<file path="config.mk">
export PLATFORM = sky130hd
export DESIGN_NAME = viewport_unit_converter_unit
export DESIGN_NICKNAME = d
export VERILOG_FILES = /design/src/hw/rtl/vuc_pkg.sv /design/src/hw/rtl/vuc_front.sv /design/src/hw/rtl/vuc_fifo.sv /design/src/hw/rtl/vuc_muldiv.sv /design/src/hw/rtl/vuc_back.sv /design/src/hw/rtl/viewport_unit_converter_unit.sv
export SDC_FILE = /design/constraint.sdc
export NUM_CORES = 2
export LEC_CHECK = 0
export ABC_AREA = 1
export BUFFER_PORTS_ARGS = -buffer_cell sky130_fd_sc_hd__buf_2
export CAP_MARGIN = 40
export CORE_MARGIN = 8
export CORE_UTILIZATION = 55
export DETAILED_ROUTE_END_ITERATION = 6
export PLACE_DENSITY = 0.72
export SLEW_MARGIN = 25
export SYNTH_ARGS = -nofsm -noshare
export SYNTH_HDL_FRONTEND = slang
export SYNTH_HIERARCHICAL = 1
export SYNTH_SLANG_ARGS = --single-unit
</file>
<file path="constraint.sdc">
create_clock -name clk -period 19.7 [get_ports clk]
set_input_delay 0 -clock clk [delete_from_list [all_inputs] [get_ports clk]]
set_output_delay 0 -clock clk [all_outputs]
set_load 0.1 [all_outputs]
</file>
<file path="src/hw/rtl/vuc_pkg.sv">
// Shared types, codes and microcode table for the viewport unit converter.
`default_nettype none
package vuc_pkg;

	localparam int FRAC_BITS_DEF = 16;
	localparam int WORD_BITS_DEF = 32;
	localparam int QUEUE_DEPTH_DEF = 4;
	localparam int FIELD_BITS = 32;
	localparam int IN_BYTES_W = 144;
	localparam int OUT_BYTES_W = 72;
	localparam int CFG_IDX_W = 3;

	// function codes
	localparam logic [2:0] FN_CONV = 3'd0;
	localparam logic [2:0] FN_ADD  = 3'd1;
	localparam logic [2:0] FN_SUB  = 3'd2;
	localparam logic [2:0] FN_MUL  = 3'd3;
	localparam logic [2:0] FN_DIV  = 3'd4;

	// unit codes
	localparam logic [2:0] U_VPCT  = 3'd0;
	localparam logic [2:0] U_VPX   = 3'd1;
	localparam logic [2:0] U_VUNIT = 3'd2;
	localparam logic [2:0] U_WPX   = 3'd3;
	localparam logic [2:0] U_WUNIT = 3'd4;

	// status codes
	localparam logic [1:0] STAT_OK      = 2'd0;
	localparam logic [1:0] STAT_UNKNOWN = 2'd1;
	localparam logic [1:0] STAT_DIVZERO = 2'd2;
	localparam logic [1:0] STAT_SAT     = 2'd3;

	// configuration register indexes
	localparam logic [CFG_IDX_W-1:0] CFG_SCREEN_WIDTH  = 3'd0;
	localparam logic [CFG_IDX_W-1:0] CFG_SCREEN_HEIGHT = 3'd1;
	localparam logic [CFG_IDX_W-1:0] CFG_VIEW_LEFT     = 3'd2;
	localparam logic [CFG_IDX_W-1:0] CFG_VIEW_TOP      = 3'd3;
	localparam logic [CFG_IDX_W-1:0] CFG_VIEW_WIDTH    = 3'd4;
	localparam logic [CFG_IDX_W-1:0] CFG_VIEW_HEIGHT   = 3'd5;

	typedef enum logic [2:0] {
		OP_ADD, OP_SUB, OP_IMUL, OP_IDIV, OP_QMUL, OP_QDIV
	} op_t;

	// T: running value, U: scratch, P: point, O: origin, E: extent
	typedef enum logic [2:0] {
		SRC_T, SRC_U, SRC_P, SRC_O, SRC_E
	} src_t;

	typedef struct packed {
		op_t  op;
		src_t sa;
		src_t sb;
		logic to_u;
	} uop_t;

	typedef struct packed {
		logic [1:0]     len;
		uop_t [3:0]     ops;
	} prog_t;

	typedef struct packed {
		logic        unknown;
		logic [2:0]  ru;
		logic        comb;
		op_t         comb_op;
		prog_t       prog;
		logic [31:0] a_x;
		logic [31:0] a_y;
		logic [31:0] p_x;
		logic [31:0] p_y;
	} work_t;

	typedef struct packed {
		logic [15:0] sw;
		logic [15:0] sh;
		logic [31:0] vl;
		logic [31:0] vt;
		logic [31:0] vw;
		logic [31:0] vh;
	} cfg_t;

	typedef struct packed {
		logic start;
		logic is_div;
		logic frac;
	} md_req_t;

	typedef enum logic [2:0] {
		B_IDLE, B_AXIS, B_STEP, B_WAIT, B_FIN, B_DONE
	} bst_t;

	function automatic uop_t mk_uop(op_t op, src_t sa, src_t sb, logic to_u);
		uop_t u;
		u.op = op;
		u.sa = sa;
		u.sb = sb;
		u.to_u = to_u;
		return u;
	endfunction

	// Per-axis conversion program; IMUL/IDIV take the screen size as second operand.
	function automatic prog_t conv_prog(logic [2:0] from_u, logic [2:0] to_u);
		prog_t p;
		p = '0;
		if (from_u != to_u) begin
			case (to_u)
				U_VPCT: begin
					case (from_u)
						U_VPX: begin
							p.len = 2'd1;
							p.ops[0] = mk_uop(OP_IDIV, SRC_P, SRC_T, 1'b0);
						end
						U_VUNIT: begin
							p.len = 2'd1;
							p.ops[0] = mk_uop(OP_QDIV, SRC_P, SRC_E, 1'b0);
						end
						U_WPX: begin
							p.len = 2'd3;
							p.ops[0] = mk_uop(OP_IDIV, SRC_P, SRC_T, 1'b0);
							p.ops[1] = mk_uop(OP_QDIV, SRC_O, SRC_E, 1'b1);
							p.ops[2] = mk_uop(OP_SUB, SRC_T, SRC_U, 1'b0);
						end
						default: begin
							p.len = 2'd2;
							p.ops[0] = mk_uop(OP_SUB, SRC_P, SRC_O, 1'b0);
							p.ops[1] = mk_uop(OP_QDIV, SRC_T, SRC_E, 1'b0);
						end
					endcase
				end
				U_VPX: begin
					case (from_u)
						U_VPCT: begin
							p.len = 2'd1;
							p.ops[0] = mk_uop(OP_IMUL, SRC_P, SRC_T, 1'b0);
						end
						U_VUNIT: begin
							p.len = 2'd2;
							p.ops[0] = mk_uop(OP_IMUL, SRC_P, SRC_T, 1'b0);
							p.ops[1] = mk_uop(OP_QDIV, SRC_T, SRC_E, 1'b0);
						end
						U_WPX: begin
							p.len = 2'd3;
							p.ops[0] = mk_uop(OP_IMUL, SRC_O, SRC_T, 1'b0);
							p.ops[1] = mk_uop(OP_QDIV, SRC_T, SRC_E, 1'b0);
							p.ops[2] = mk_uop(OP_SUB, SRC_P, SRC_T, 1'b0);
						end
						default: begin
							p.len = 2'd3;
							p.ops[0] = mk_uop(OP_SUB, SRC_P, SRC_O, 1'b0);
							p.ops[1] = mk_uop(OP_QDIV, SRC_T, SRC_E, 1'b0);
							p.ops[2] = mk_uop(OP_IMUL, SRC_T, SRC_T, 1'b0);
						end
					endcase
				end
				U_VUNIT: begin
					case (from_u)
						U_VPCT: begin
							p.len = 2'd1;
							p.ops[0] = mk_uop(OP_QMUL, SRC_P, SRC_E, 1'b0);
						end
						U_VPX: begin
							p.len = 2'd2;
							p.ops[0] = mk_uop(OP_IDIV, SRC_P, SRC_T, 1'b0);
							p.ops[1] = mk_uop(OP_QMUL, SRC_T, SRC_E, 1'b0);
						end
						U_WPX: begin
							p.len = 2'd3;
							p.ops[0] = mk_uop(OP_QMUL, SRC_P, SRC_E, 1'b0);
							p.ops[1] = mk_uop(OP_IDIV, SRC_T, SRC_T, 1'b0);
							p.ops[2] = mk_uop(OP_SUB, SRC_T, SRC_O, 1'b0);
						end
						default: begin
							p.len = 2'd1;
							p.ops[0] = mk_uop(OP_SUB, SRC_P, SRC_O, 1'b0);
						end
					endcase
				end
				U_WPX: begin
					case (from_u)
						U_VPCT: begin
							p.len = 2'd3;
							p.ops[0] = mk_uop(OP_QDIV, SRC_O, SRC_E, 1'b0);
							p.ops[1] = mk_uop(OP_ADD, SRC_T, SRC_P, 1'b0);
							p.ops[2] = mk_uop(OP_IMUL, SRC_T, SRC_T, 1'b0);
						end
						U_VPX: begin
							p.len = 2'd3;
							p.ops[0] = mk_uop(OP_IMUL, SRC_O, SRC_T, 1'b0);
							p.ops[1] = mk_uop(OP_QDIV, SRC_T, SRC_E, 1'b0);
							p.ops[2] = mk_uop(OP_ADD, SRC_T, SRC_P, 1'b0);
						end
						U_VUNIT: begin
							p.len = 2'd3;
							p.ops[0] = mk_uop(OP_ADD, SRC_O, SRC_P, 1'b0);
							p.ops[1] = mk_uop(OP_IMUL, SRC_T, SRC_T, 1'b0);
							p.ops[2] = mk_uop(OP_QDIV, SRC_T, SRC_E, 1'b0);
						end
						default: begin
							p.len = 2'd2;
							p.ops[0] = mk_uop(OP_QDIV, SRC_P, SRC_E, 1'b0);
							p.ops[1] = mk_uop(OP_IMUL, SRC_T, SRC_T, 1'b0);
						end
					endcase
				end
				default: begin
					case (from_u)
						U_VPCT: begin
							p.len = 2'd2;
							p.ops[0] = mk_uop(OP_QMUL, SRC_E, SRC_P, 1'b0);
							p.ops[1] = mk_uop(OP_ADD, SRC_T, SRC_O, 1'b0);
						end
						U_VPX: begin
							p.len = 2'd3;
							p.ops[0] = mk_uop(OP_IDIV, SRC_P, SRC_T, 1'b0);
							p.ops[1] = mk_uop(OP_QMUL, SRC_E, SRC_T, 1'b0);
							p.ops[2] = mk_uop(OP_ADD, SRC_T, SRC_O, 1'b0);
						end
						U_VUNIT: begin
							p.len = 2'd1;
							p.ops[0] = mk_uop(OP_ADD, SRC_O, SRC_P, 1'b0);
						end
						default: begin
							p.len = 2'd2;
							p.ops[0] = mk_uop(OP_IDIV, SRC_P, SRC_T, 1'b0);
							p.ops[1] = mk_uop(OP_QMUL, SRC_T, SRC_E, 1'b0);
						end
					endcase
				end
			endcase
		end
		return p;
	endfunction

endpackage
`default_nettype wire

</file>
<file path="src/hw/rtl/vuc_front.sv">
// Front end: unpacks an input transaction and classifies it into a work item.
`default_nettype none
module vuc_front (
	input  wire logic                             s_tvalid,
	output logic                                  s_tready,
	input  wire logic [vuc_pkg::IN_BYTES_W-1:0]   s_tdata,
	input  wire logic                             q_full,
	output logic                                  q_push,
	output vuc_pkg::work_t                        q_item
);

	logic [2:0] func, a_unit, b_unit, target_unit, from_u, to_u;
	logic       is_conv;

	assign func        = s_tdata[2:0];
	assign a_unit      = s_tdata[69:67];
	assign b_unit      = s_tdata[136:134];
	assign target_unit = s_tdata[139:137];
	assign is_conv     = (func == vuc_pkg::FN_CONV);
	assign from_u      = is_conv ? a_unit : b_unit;
	assign to_u        = is_conv ? target_unit : a_unit;

	assign s_tready = !q_full;
	assign q_push   = s_tvalid && !q_full;

	always_comb begin
		q_item.unknown = (func > vuc_pkg::FN_DIV) || (a_unit > vuc_pkg::U_WUNIT)
			|| (is_conv ? (target_unit > vuc_pkg::U_WUNIT) : (b_unit > vuc_pkg::U_WUNIT));
		q_item.ru   = is_conv ? target_unit : a_unit;
		q_item.comb = !is_conv;
		case (func)
			vuc_pkg::FN_SUB: q_item.comb_op = vuc_pkg::OP_SUB;
			vuc_pkg::FN_MUL: q_item.comb_op = vuc_pkg::OP_QMUL;
			vuc_pkg::FN_DIV: q_item.comb_op = vuc_pkg::OP_QDIV;
			default:         q_item.comb_op = vuc_pkg::OP_ADD;
		endcase
		q_item.prog = vuc_pkg::conv_prog(from_u, to_u);
		q_item.a_x  = s_tdata[34:3];
		q_item.a_y  = s_tdata[66:35];
		q_item.p_x  = is_conv ? s_tdata[34:3] : s_tdata[101:70];
		q_item.p_y  = is_conv ? s_tdata[66:35] : s_tdata[133:102];
	end

endmodule
`default_nettype wire

</file>
<file path="src/hw/rtl/vuc_fifo.sv">
// Short work queue between front and back end.
`default_nettype none
module vuc_fifo #(
	parameter int DEPTH = vuc_pkg::QUEUE_DEPTH_DEF
) (
	input  wire logic           clk,
	input  wire logic           arst_n,
	input  wire logic           push,
	input  vuc_pkg::work_t      din,
	output logic                full,
	input  wire logic           pop,
	output vuc_pkg::work_t      dout,
	output logic                empty
);

	localparam int AW = (DEPTH > 1) ? $clog2(DEPTH) : 1;

	vuc_pkg::work_t mem_q [DEPTH];
	logic [AW:0] wp_q, rp_q;

	assign empty = (wp_q == rp_q);
	assign full  = (wp_q[AW] != rp_q[AW]) && (wp_q[AW-1:0] == rp_q[AW-1:0]);
	assign dout  = mem_q[rp_q[AW-1:0]];

	always_ff @(posedge clk or negedge arst_n) begin
		if (!arst_n) begin
			wp_q <= '0;
			rp_q <= '0;
		end else begin
			if (push && !full) wp_q <= wp_q + 1'b1;
			if (pop && !empty) rp_q <= rp_q + 1'b1;
		end
	end

	always_ff @(posedge clk) begin
		if (push && !full) mem_q[wp_q[AW-1:0]] <= din;
	end

endmodule
`default_nettype wire

</file>
<file path="src/hw/rtl/vuc_muldiv.sv">
// Iterative magnitude multiply (shift-add) and restoring divide, one bit per cycle.
`default_nettype none
module vuc_muldiv #(
	parameter int FRAC_BITS = vuc_pkg::FRAC_BITS_DEF,
	parameter int WORD_BITS = vuc_pkg::WORD_BITS_DEF
) (
	input  wire logic                     clk,
	input  wire logic                     arst_n,
	input  vuc_pkg::md_req_t              req,
	input  wire logic [WORD_BITS-1:0]     x,
	input  wire logic [WORD_BITS-1:0]     y,
	output logic                          done,
	output logic [2*WORD_BITS-1:0]        res
);

	localparam int W  = WORD_BITS;
	localparam int F  = FRAC_BITS;
	localparam int N  = W + F;
	localparam int RW = 2 * W;
	localparam int CW = $clog2(N + 1);

	logic          busy_q, fin_q, done_q, is_div_q, frac_q;
	logic [CW-1:0] cnt_q;
	logic [W-1:0]  oth_q;
	logic [RW-1:0] acc_q;
	logic [N-1:0]  d_q;
	logic [W:0]    rem_q;

	logic [W:0]    msum;
	logic [W:0]    r2;
	logic          ge;

	assign msum = {1'b0, acc_q[RW-1:W]} + (acc_q[0] ? {1'b0, oth_q} : '0);
	assign r2   = {rem_q[W-1:0], d_q[N-1]};
	assign ge   = (r2 >= {1'b0, oth_q});
	assign done = done_q;

	always_ff @(posedge clk or negedge arst_n) begin
		if (!arst_n) begin
			busy_q <= 1'b0;
			fin_q  <= 1'b0;
			done_q <= 1'b0;
			cnt_q  <= '0;
		end else begin
			done_q <= fin_q;
			fin_q  <= 1'b0;
			if (req.start) begin
				busy_q <= 1'b1;
				cnt_q  <= req.is_div ? CW'(N) : CW'(W);
			end else if (busy_q) begin
				cnt_q <= cnt_q - 1'b1;
				if (cnt_q == CW'(1)) begin
					busy_q <= 1'b0;
					fin_q  <= 1'b1;
				end
			end
		end
	end

	always_ff @(posedge clk) begin
		if (req.start) begin
			is_div_q <= req.is_div;
			frac_q   <= req.frac;
			rem_q    <= '0;
			if (req.is_div) begin
				oth_q <= y;
				d_q   <= req.frac ? (N'(x) << F) : N'(x);
			end else begin
				oth_q <= x;
				acc_q <= {{W{1'b0}}, y};
			end
		end else if (busy_q) begin
			if (is_div_q) begin
				rem_q <= ge ? (r2 - {1'b0, oth_q}) : r2;
				d_q   <= {d_q[N-2:0], ge};
			end else begin
				acc_q <= {msum, acc_q[W-1:1]};
			end
		end
		if (fin_q) begin
			if (is_div_q) res <= RW'(d_q);
			else if (frac_q) res <= (acc_q + (RW'(1) << (F - 1))) >> F;
			else res <= acc_q;
		end
	end

endmodule
`default_nettype wire

</file>
<file path="src/hw/rtl/vuc_back.sv">
// Back end: microcode sequencer per axis, saturating ALU and output register.
`default_nettype none
module vuc_back #(
	parameter int FRAC_BITS = vuc_pkg::FRAC_BITS_DEF,
	parameter int WORD_BITS = vuc_pkg::WORD_BITS_DEF
) (
	input  wire logic                            clk,
	input  wire logic                            arst_n,
	input  vuc_pkg::cfg_t                        cfg,
	input  wire logic                            q_empty,
	input  vuc_pkg::work_t                       q_item,
	output logic                                 q_pop,
	output logic                                 m_tvalid,
	input  wire logic                            m_tready,
	output logic [vuc_pkg::OUT_BYTES_W-1:0]      m_tdata
);

	localparam int W  = WORD_BITS;
	localparam int RW = 2 * W;
	localparam int EW = (W > 32) ? W : 32;

	typedef logic [W-1:0] word_t;

	function automatic word_t win_val(logic [31:0] v);
		logic signed [EW-1:0] ev, mx, mn;
		ev = EW'($signed(v));
		mx = EW'((EW'(1) << (W - 1)) - EW'(1));
		mn = ~mx;
		if (ev > mx) return W'(mx);
		if (ev < mn) return W'(mn);
		return W'(ev);
	endfunction

	function automatic logic win_sat(logic [31:0] v);
		logic signed [EW-1:0] ev, mx, mn;
		ev = EW'($signed(v));
		mx = EW'((EW'(1) << (W - 1)) - EW'(1));
		mn = ~mx;
		return (ev > mx) || (ev < mn);
	endfunction

	function automatic logic [31:0] fclamp(word_t v);
		logic signed [EW-1:0] ev, mx, mn;
		ev = EW'($signed(v));
		mx = EW'((EW'(1) << 31) - EW'(1));
		mn = ~mx;
		if (ev > mx) return mx[31:0];
		if (ev < mn) return mn[31:0];
		return ev[31:0];
	endfunction

	function automatic logic fsat(word_t v);
		logic signed [EW-1:0] ev, mx, mn;
		ev = EW'($signed(v));
		mx = EW'((EW'(1) << 31) - EW'(1));
		mn = ~mx;
		return (ev > mx) || (ev < mn);
	endfunction

	function automatic word_t mag(word_t v);
		return v[W-1] ? (~v + 1'b1) : v;
	endfunction

	vuc_pkg::bst_t   state_q, state_d;
	vuc_pkg::work_t  item_q;
	logic            axis_q, dz_q, sat_q, m_valid_q;
	logic [1:0]      step_q;
	word_t           t_q, u_q, rx_q, ry_q;
	logic [vuc_pkg::OUT_BYTES_W-1:0] m_data_q;

	// per-axis operands
	word_t        a_w, p_w, o_w, e_w, x_val, y_val, x_mag, y_mag;
	logic [15:0]  s_cur;
	vuc_pkg::uop_t uop;
	vuc_pkg::op_t  cur_op;
	logic          cmb_now, mv_now, end_axis, to_u, is_md, use_s, is_div_op, neg, dz_now;
	logic          step_imm, in_sat;

	// ALU results
	logic [W:0]    xe, ye, as_sum;
	word_t         as_val, dz_val, sm_val, wr_val;
	logic          as_sat, sm_sat, wr_sat, wr_dz, wr_en, init_axis, out_load;
	logic [RW-1:0] lim, mm;

	vuc_pkg::md_req_t md_req;
	logic             md_done;
	logic [RW-1:0]    md_res;

	logic [31:0] fx, fy;
	logic [1:0]  stat;

	function automatic word_t sel(vuc_pkg::src_t s, word_t t, word_t u, word_t p, word_t o,
			word_t e);
		case (s)
			vuc_pkg::SRC_T: return t;
			vuc_pkg::SRC_U: return u;
			vuc_pkg::SRC_P: return p;
			vuc_pkg::SRC_O: return o;
			default:        return e;
		endcase
	endfunction

	always_comb begin
		a_w   = axis_q ? win_val(item_q.a_y) : win_val(item_q.a_x);
		p_w   = axis_q ? win_val(item_q.p_y) : win_val(item_q.p_x);
		o_w   = axis_q ? win_val(cfg.vt) : win_val(cfg.vl);
		e_w   = axis_q ? win_val(cfg.vh) : win_val(cfg.vw);
		s_cur = axis_q ? cfg.sh : cfg.sw;
		uop     = item_q.prog.ops[step_q];
		cmb_now = (step_q == item_q.prog.len) && item_q.comb;
		mv_now  = (step_q == item_q.prog.len) && !item_q.comb;
		end_axis = cmb_now || mv_now;
		cur_op  = cmb_now ? item_q.comb_op : uop.op;
		to_u    = !cmb_now && uop.to_u;
		x_val   = cmb_now ? a_w : sel(uop.sa, t_q, u_q, p_w, o_w, e_w);
		y_val   = cmb_now ? t_q : sel(uop.sb, t_q, u_q, p_w, o_w, e_w);
	end

	always_comb begin
		unique case (cur_op) inside
			vuc_pkg::OP_IMUL, vuc_pkg::OP_IDIV: begin
				is_md = 1'b1;
				use_s = 1'b1;
			end
			vuc_pkg::OP_QMUL, vuc_pkg::OP_QDIV: begin
				is_md = 1'b1;
				use_s = 1'b0;
			end
			default: begin
				is_md = 1'b0;
				use_s = 1'b0;
			end
		endcase
		is_div_op = (cur_op == vuc_pkg::OP_IDIV) || (cur_op == vuc_pkg::OP_QDIV);
		x_mag  = mag(x_val);
		y_mag  = use_s ? W'(s_cur) : mag(y_val);
		neg    = x_val[W-1] ^ (!use_s && y_val[W-1]);
		dz_now = is_div_op && (y_mag == '0);
		if (x_val == '0) dz_val = '0;
		else if (x_val[W-1]) dz_val = {1'b1, {(W-1){1'b0}}};
		else dz_val = {1'b0, {(W-1){1'b1}}};
		step_imm = mv_now || !is_md || dz_now;
	end

	// saturating add / subtract
	always_comb begin
		xe = {x_val[W-1], x_val};
		ye = {y_val[W-1], y_val};
		as_sum = (cur_op == vuc_pkg::OP_SUB) ? (xe - ye) : (xe + ye);
		as_sat = as_sum[W] ^ as_sum[W-1];
		if (as_sat) as_val = as_sum[W] ? {1'b1, {(W-1){1'b0}}} : {1'b0, {(W-1){1'b1}}};
		else as_val = as_sum[W-1:0];
	end

	// sign-magnitude recombination of the iterative unit's result
	always_comb begin
		lim    = neg ? (RW'(1) << (W - 1)) : ((RW'(1) << (W - 1)) - RW'(1));
		sm_sat = (md_res > lim);
		mm     = sm_sat ? lim : md_res;
		sm_val = neg ? (~mm[W-1:0] + 1'b1) : mm[W-1:0];
	end

	assign in_sat = win_sat(q_item.a_x) || win_sat(q_item.a_y) || win_sat(q_item.p_x)
		|| win_sat(q_item.p_y) || win_sat(cfg.vl) || win_sat(cfg.vt) || win_sat(cfg.vw)
		|| win_sat(cfg.vh);

	// next state
	always_comb begin
		state_d = state_q;
		unique case (state_q)
			vuc_pkg::B_IDLE: if (!q_empty) state_d = q_item.unknown ? vuc_pkg::B_DONE
				: vuc_pkg::B_AXIS;
			vuc_pkg::B_AXIS: state_d = vuc_pkg::B_STEP;
			vuc_pkg::B_STEP: begin
				if (!step_imm) state_d = vuc_pkg::B_WAIT;
				else if (end_axis) state_d = axis_q ? vuc_pkg::B_DONE : vuc_pkg::B_AXIS;
			end
			vuc_pkg::B_WAIT: if (md_done) state_d = vuc_pkg::B_FIN;
			vuc_pkg::B_FIN: begin
				if (end_axis) state_d = axis_q ? vuc_pkg::B_DONE : vuc_pkg::B_AXIS;
				else state_d = vuc_pkg::B_STEP;
			end
			vuc_pkg::B_DONE: if (!m_valid_q || m_tready) state_d = vuc_pkg::B_IDLE;
			default: state_d = vuc_pkg::B_IDLE;
		endcase
	end

	// control outputs
	always_comb begin
		q_pop     = 1'b0;
		init_axis = 1'b0;
		wr_en     = 1'b0;
		out_load  = 1'b0;
		md_req    = '0;
		wr_val    = t_q;
		wr_sat    = 1'b0;
		wr_dz     = 1'b0;
		unique case (state_q)
			vuc_pkg::B_IDLE: q_pop = !q_empty;
			vuc_pkg::B_AXIS: init_axis = 1'b1;
			vuc_pkg::B_STEP: begin
				if (step_imm) begin
					wr_en = 1'b1;
					if (mv_now) wr_val = t_q;
					else if (dz_now) begin
						wr_val = dz_val;
						wr_dz  = 1'b1;
					end else begin
						wr_val = as_val;
						wr_sat = as_sat;
					end
				end else begin
					md_req.start  = 1'b1;
					md_req.is_div = is_div_op;
					md_req.frac   = !use_s;
				end
			end
			vuc_pkg::B_WAIT: ;
			vuc_pkg::B_FIN: begin
				wr_en  = 1'b1;
				wr_val = sm_val;
				wr_sat = sm_sat;
			end
			vuc_pkg::B_DONE: out_load = !m_valid_q || m_tready;
			default: ;
		endcase
	end

	always_comb begin
		fx = fclamp(rx_q);
		fy = fclamp(ry_q);
		if (item_q.unknown) stat = vuc_pkg::STAT_UNKNOWN;
		else if (dz_q) stat = vuc_pkg::STAT_DIVZERO;
		else if (sat_q || fsat(rx_q) || fsat(ry_q)) stat = vuc_pkg::STAT_SAT;
		else stat = vuc_pkg::STAT_OK;
	end

	vuc_muldiv #(
		.FRAC_BITS (FRAC_BITS),
		.WORD_BITS (WORD_BITS)
	) u_md (
		.clk    (clk),
		.arst_n (arst_n),
		.req    (md_req),
		.x      (x_mag),
		.y      (y_mag),
		.done   (md_done),
		.res    (md_res)
	);

	always_ff @(posedge clk or negedge arst_n) begin
		if (!arst_n) begin
			state_q   <= vuc_pkg::B_IDLE;
			m_valid_q <= 1'b0;
		end else begin
			state_q <= state_d;
			if (out_load) m_valid_q <= 1'b1;
			else if (m_tready) m_valid_q <= 1'b0;
		end
	end

	always_ff @(posedge clk) begin
		if (q_pop) begin
			item_q <= q_item;
			axis_q <= 1'b0;
			dz_q   <= 1'b0;
			sat_q  <= in_sat;
		end
		if (init_axis) begin
			t_q    <= p_w;
			step_q <= '0;
		end
		if (wr_en) begin
			if (wr_sat) sat_q <= 1'b1;
			if (wr_dz) dz_q <= 1'b1;
			if (end_axis) begin
				if (axis_q) ry_q <= wr_val;
				else rx_q <= wr_val;
				axis_q <= 1'b1;
			end else begin
				if (to_u) u_q <= wr_val;
				else t_q <= wr_val;
				step_q <= step_q + 2'd1;
			end
		end
		if (out_load) begin
			if (item_q.unknown) m_data_q <= {3'b000, stat, item_q.ru, 64'd0};
			else m_data_q <= {3'b000, stat, item_q.ru, fy, fx};
		end
	end

	assign m_tvalid = m_valid_q;
	assign m_tdata  = m_data_q;

endmodule
`default_nettype wire

</file>
<file path="src/hw/rtl/viewport_unit_converter_unit.sv">
// Top level of the viewport unit converter: config registers, front, queue, back.
//
// Usage:
//   Input transactions arrive on s_tvalid/s_tready/s_tdata, one request each
//   (function, vector A with unit, vector B with unit, target unit). Each gives
//   exactly one result transaction on m_tvalid/m_tready/m_tdata.
//   Screen size and view rectangle are written on cfg_valid/cfg_index/cfg_data;
//   cfg_ready is always high, writes are expected only while the block is idle.
//   The front decodes a request and pushes it into a QUEUE_DEPTH-entry queue,
//   one per cycle while the queue has room, so the sender is not held up by
//   the back end. The back end runs each axis as a short microcode program of
//   up to four operations through one shared bit-serial multiply/divide unit.
//   An add/sub step completes in the step state itself; a multiply or divide
//   starts the shared unit, waits for it to finish, then writes its result back.
//   Sustained rate is set by that shared unit.
//   The result sits in an output register; while the receiver stalls the back
//   end finishes the next item and waits, and the queue keeps accepting.
//   Reset restores 1920x1080 screen, view origin 0 and size 1.0, empties the
//   queue and drops any pending result.
`default_nettype none
module viewport_unit_converter_unit #(
	parameter int FRAC_BITS   = vuc_pkg::FRAC_BITS_DEF,
	parameter int WORD_BITS   = vuc_pkg::WORD_BITS_DEF,
	parameter int QUEUE_DEPTH = vuc_pkg::QUEUE_DEPTH_DEF
) (
	input  wire logic                                 clk,
	input  wire logic                                 arst_n,
	// tdata: func[2:0], a_x[34:3], a_y[66:35], a_unit[69:67], b_x[101:70],
	//        b_y[133:102], b_unit[136:134], target_unit[139:137], zero pad
	input  wire logic                                 s_tvalid,
	output logic                                      s_tready,
	input  wire logic [vuc_pkg::IN_BYTES_W-1:0]       s_tdata,
	// tdata: result_x[31:0], result_y[63:32], result_unit[66:64],
	//        status[68:67], zero pad
	output logic                                      m_tvalid,
	input  wire logic                                 m_tready,
	output logic [vuc_pkg::OUT_BYTES_W-1:0]           m_tdata,
	input  wire logic                                 cfg_valid,
	output logic                                      cfg_ready,
	input  wire logic [vuc_pkg::CFG_IDX_W-1:0]        cfg_index,
	input  wire logic [31:0]                          cfg_data
);

	vuc_pkg::cfg_t  cfg_q;
	vuc_pkg::work_t f_item, q_item;
	logic           q_push, q_full, q_pop, q_empty;

	assign cfg_ready = 1'b1;

	// configuration registers, written by index
	always_ff @(posedge clk or negedge arst_n) begin
		if (!arst_n) begin
			cfg_q.sw <= 16'd1920;
			cfg_q.sh <= 16'd1080;
			cfg_q.vl <= 32'd0;
			cfg_q.vt <= 32'd0;
			cfg_q.vw <= 32'h0001_0000;
			cfg_q.vh <= 32'h0001_0000;
		end else if (cfg_valid) begin
			unique case (cfg_index)
				vuc_pkg::CFG_SCREEN_WIDTH:  cfg_q.sw <= cfg_data[15:0];
				vuc_pkg::CFG_SCREEN_HEIGHT: cfg_q.sh <= cfg_data[15:0];
				vuc_pkg::CFG_VIEW_LEFT:     cfg_q.vl <= cfg_data;
				vuc_pkg::CFG_VIEW_TOP:      cfg_q.vt <= cfg_data;
				vuc_pkg::CFG_VIEW_WIDTH:    cfg_q.vw <= cfg_data;
				vuc_pkg::CFG_VIEW_HEIGHT:   cfg_q.vh <= cfg_data;
				default: ;
			endcase
		end
	end

	vuc_front u_front (
		.s_tvalid (s_tvalid),
		.s_tready (s_tready),
		.s_tdata  (s_tdata),
		.q_full   (q_full),
		.q_push   (q_push),
		.q_item   (f_item)
	);

	vuc_fifo #(
		.DEPTH (QUEUE_DEPTH)
	) u_fifo (
		.clk    (clk),
		.arst_n (arst_n),
		.push   (q_push),
		.din    (f_item),
		.full   (q_full),
		.pop    (q_pop),
		.dout   (q_item),
		.empty  (q_empty)
	);

	vuc_back #(
		.FRAC_BITS (FRAC_BITS),
		.WORD_BITS (WORD_BITS)
	) u_back (
		.clk      (clk),
		.arst_n   (arst_n),
		.cfg      (cfg_q),
		.q_empty  (q_empty),
		.q_item   (q_item),
		.q_pop    (q_pop),
		.m_tvalid (m_tvalid),
		.m_tready (m_tready),
		.m_tdata  (m_tdata)
	);

	// queue never written while full
	a_no_overflow: assert property (@(posedge clk) disable iff (!arst_n)
		!(q_push && q_full)) else $error("queue overflow");

	// back end only takes work that is there
	a_no_underflow: assert property (@(posedge clk) disable iff (!arst_n)
		q_pop |-> !q_empty) else $error("queue underflow");

	// unknown unit or function always reports a zero vector
	a_unknown_zero: assert property (@(posedge clk) disable iff (!arst_n)
		(m_tvalid && m_tdata[68:67] == vuc_pkg::STAT_UNKNOWN) |-> (m_tdata[63:0] == 64'd0))
		else $error("unknown status with nonzero result");

endmodule
`default_nettype wire
</file>
==> metrics.txt <==
Die Area=155000 sq um; CTS tree=yes; reg2reg setup slack=9.80 ns; CTS H-tree lvls=4; CTS clk-pin slew, worst paths=0.06 ns; commonest non-fill, non-tap cell in the layout=nand2_1; gr usage total=0.334; minimum clock period=9.90 ns; Seq/Total Area, Yosys=0.561; critical path's largest stage delay=0.74 ns; failing checks=design-rule violations; most common flop cell mapped by yosys=edfxtp_1; EDFF count, synth=1265; setup TNS=0 ns; largest net degree at the start of global routing=142; GRT busiest layer=met2; GPL Wtd Cong=1.04; worst endpoint required time=20.04 ns; CTS max path bufs=3; initial core utilization=0.553; Wirelength per Cell=24.5 um; fin crit share=0.502; routed vias=64456; CTS buffer count=155; final wirelength=266 mm; Post-Syn Instances=8512; slowest library cell on the worst path=inv_1; Max transition margin=0.385; clock sink count=1513; final-report setup violation count=0; Arrival @ worst endpoint=10.24 ns; num rows=138; Area Growth Syn to Fin=12.8%; fillers=11508; worst skew pair latency=0.82 ns; Unique masters post-synth=73; Post-Syn Area=78200 sq um; post-route ant nets=0; DR pass1 iterations=7; most frequent cells in the layout=2171 x nand2_1, 1265 x edfxtp_1, 895 x nor2_1; worst clock skew=0.0384 ns; yosys warns=6; Via density=5.93; share of post-route cells with drive strength above 1=0.102; hold_buf cts=252; PostCTS Resize Cnt=0; status=finished, violations left; vias in the first global route=60052; area occupied by multi-input gates=28900 sq um; CTS Root Cell=clkbuf_16; CP Capture Type=flop; initial drt markers=7732; max_cap viols=0; core box area=141000 sq um; first-pass GRT wire length=387 mm; fraction of registers with async set/reset=0.118; f_max=0.101 GHz; final slew viol count=0; grt met1 use=0.423; Top Ports=259; Syn Area/Cell=9.19 sq um; #FFs+latches synth=1513; post-CTS setup buffers=0; Die Ht=393 um; DIE WIDTH=393 um; RSZ-0062 raised after global routing=false; grt met2 use=0.542; Final Hold Violating Endpoints=0; Hold WC Path Type=input pin to flop; initial antenna violation count=18; CP Class=flop to flop; Slew @ Worst Pin=0.913 ns; grt ovf=0; FF/Latch Area=43900 sq um; Final HPWL DP=187 mm; Final #Nets=9161; drt drc=7; Worst setup SP type=flop; crit-path most repeated cell=nand2_1; Worst Path Max Fanout=46; routing usage on met3=0.0547; port buffer count=250
==> synthesized netlist by cell type (all sizes together), types with 62 or more instances <==
library cell / number / area, sq um
a21oi: 324 / 1660
buf: 275 / 1990
clkbuf: 192 / 722
dfrtp: 169 / 4230
dfxtp: 69 / 1380
edfxtp: 1265 / 38000
ha: 141 / 1760
inv: 776 / 2930
mux2: 80 / 901
nand2: 2214 / 8480
nand3: 519 / 2710
nand4: 81 / 513
nor2: 951 / 3790
nor3: 70 / 388
o21ai: 756 / 3810
o22ai: 192 / 1200
xor2: 62 / 551
==> sequential cells by signal, summed over array words and instances, names as in the netlist, 48 cells and up <==
register,flops
u_fifo/mem_q,712
u_back/item_q,178
cfg_q,160
u_back/m_tdata,69
u_back/u_md/acc_q,64
u_back/u_md/res,64
u_back/u_md/d_q,48
==> worst max-delay path, delay by kind of cell (launching register included) <==
kind,cells,cell delay (ns)
compound gates,9,1.09
buf+inv,15,4.28
simple gates,21,3.12
flops,1,0.30
fa+ha+maj,2,0.53
==> cell families (layout without fill, tap and decap cells) <==
family / Yosys count / in the layout / synth area share
and+or+nand+nor: 3892 / 3892 / 0.208
xor gates and xnor gates: 90 / 90 / 0.0104
AOI/OAI and AO/OA: 1500 / 1500 / 0.108
other: 3 / 34 / 0.000144
muxes: 120 / 120 / 0.0166
DFF: 1513 / 1513 / 0.561
buffers and inverters: 1250 / 1684 / 0.0725
adders and majority gates: 144 / 144 / 0.0233
==> final cells by class <==
class / count / share of cell area
antenna: 15 / 0.000425
clock buffer: 205 / 0.0474
clock inverter: 81 / 0.0112
inverter: 783 / 0.0337
multi-input combinational: 5765 / 0.327
sequential: 1513 / 0.497
tap: 1890 / 0.0268
timing repair buffer: 615 / 0.0560
==> metal layers <==
metal,vias to the layer above,share of wire
met3,686,0.081
met1,30928,0.38
li1,29545,-
met2,3289,0.47
met5,-,0.00018
met4,8,0.073
==> worst paths after layout <==
kind,endpoint,cells past startpoint,start
max,u_back/u_q[18]$_DFFE_PP_,47,u_back/step_q[1]$_DFF_P_
min,u_fifo/mem_q[1][78]$_DFFE_PP_,2,s_tdata[49]
max reg2reg,u_back/u_q[18]$_DFFE_PP_,47,u_back/step_q[1]$_DFF_P_
min reg2reg,u_back/m_tdata[65]$_DFFE_PP_,0,u_back/item_q[175]$_DFFE_PP_
max in group asynchronous,u_back/u_md/fin_q$_DFF_PN0_,6,arst_n
min in group asynchronous,u_back/m_tvalid$_DFFE_PN0P_,4,arst_n
==> per-stage QoR <==
stage / instance area, sq um / utilization / setup WS [ns] / instances / hold slack (ns)
3_5_place_dp: 80300 / 0.568 / 10.13 / 10307 / 0.0227
5_1_grt: 88200 / 0.624 / 9.14 / 10858 / 0.0344
6_report: 88200 / 0.624 / 9.80 / 10867 / 0.0548
2_1_floorplan: 78300 / - / 5.04 / 8528 / -0.296
4_1_cts: 88100 / 0.623 / 10.09 / 10845 / 0.00291
3_3_place_gp: 80000 / 0.566 / 9.76 / 10290 / 0.0187
Power is left out: the tool's default activity adds up to more than one toggle a clock period on the data nets, which glitch-free logic cannot reach.
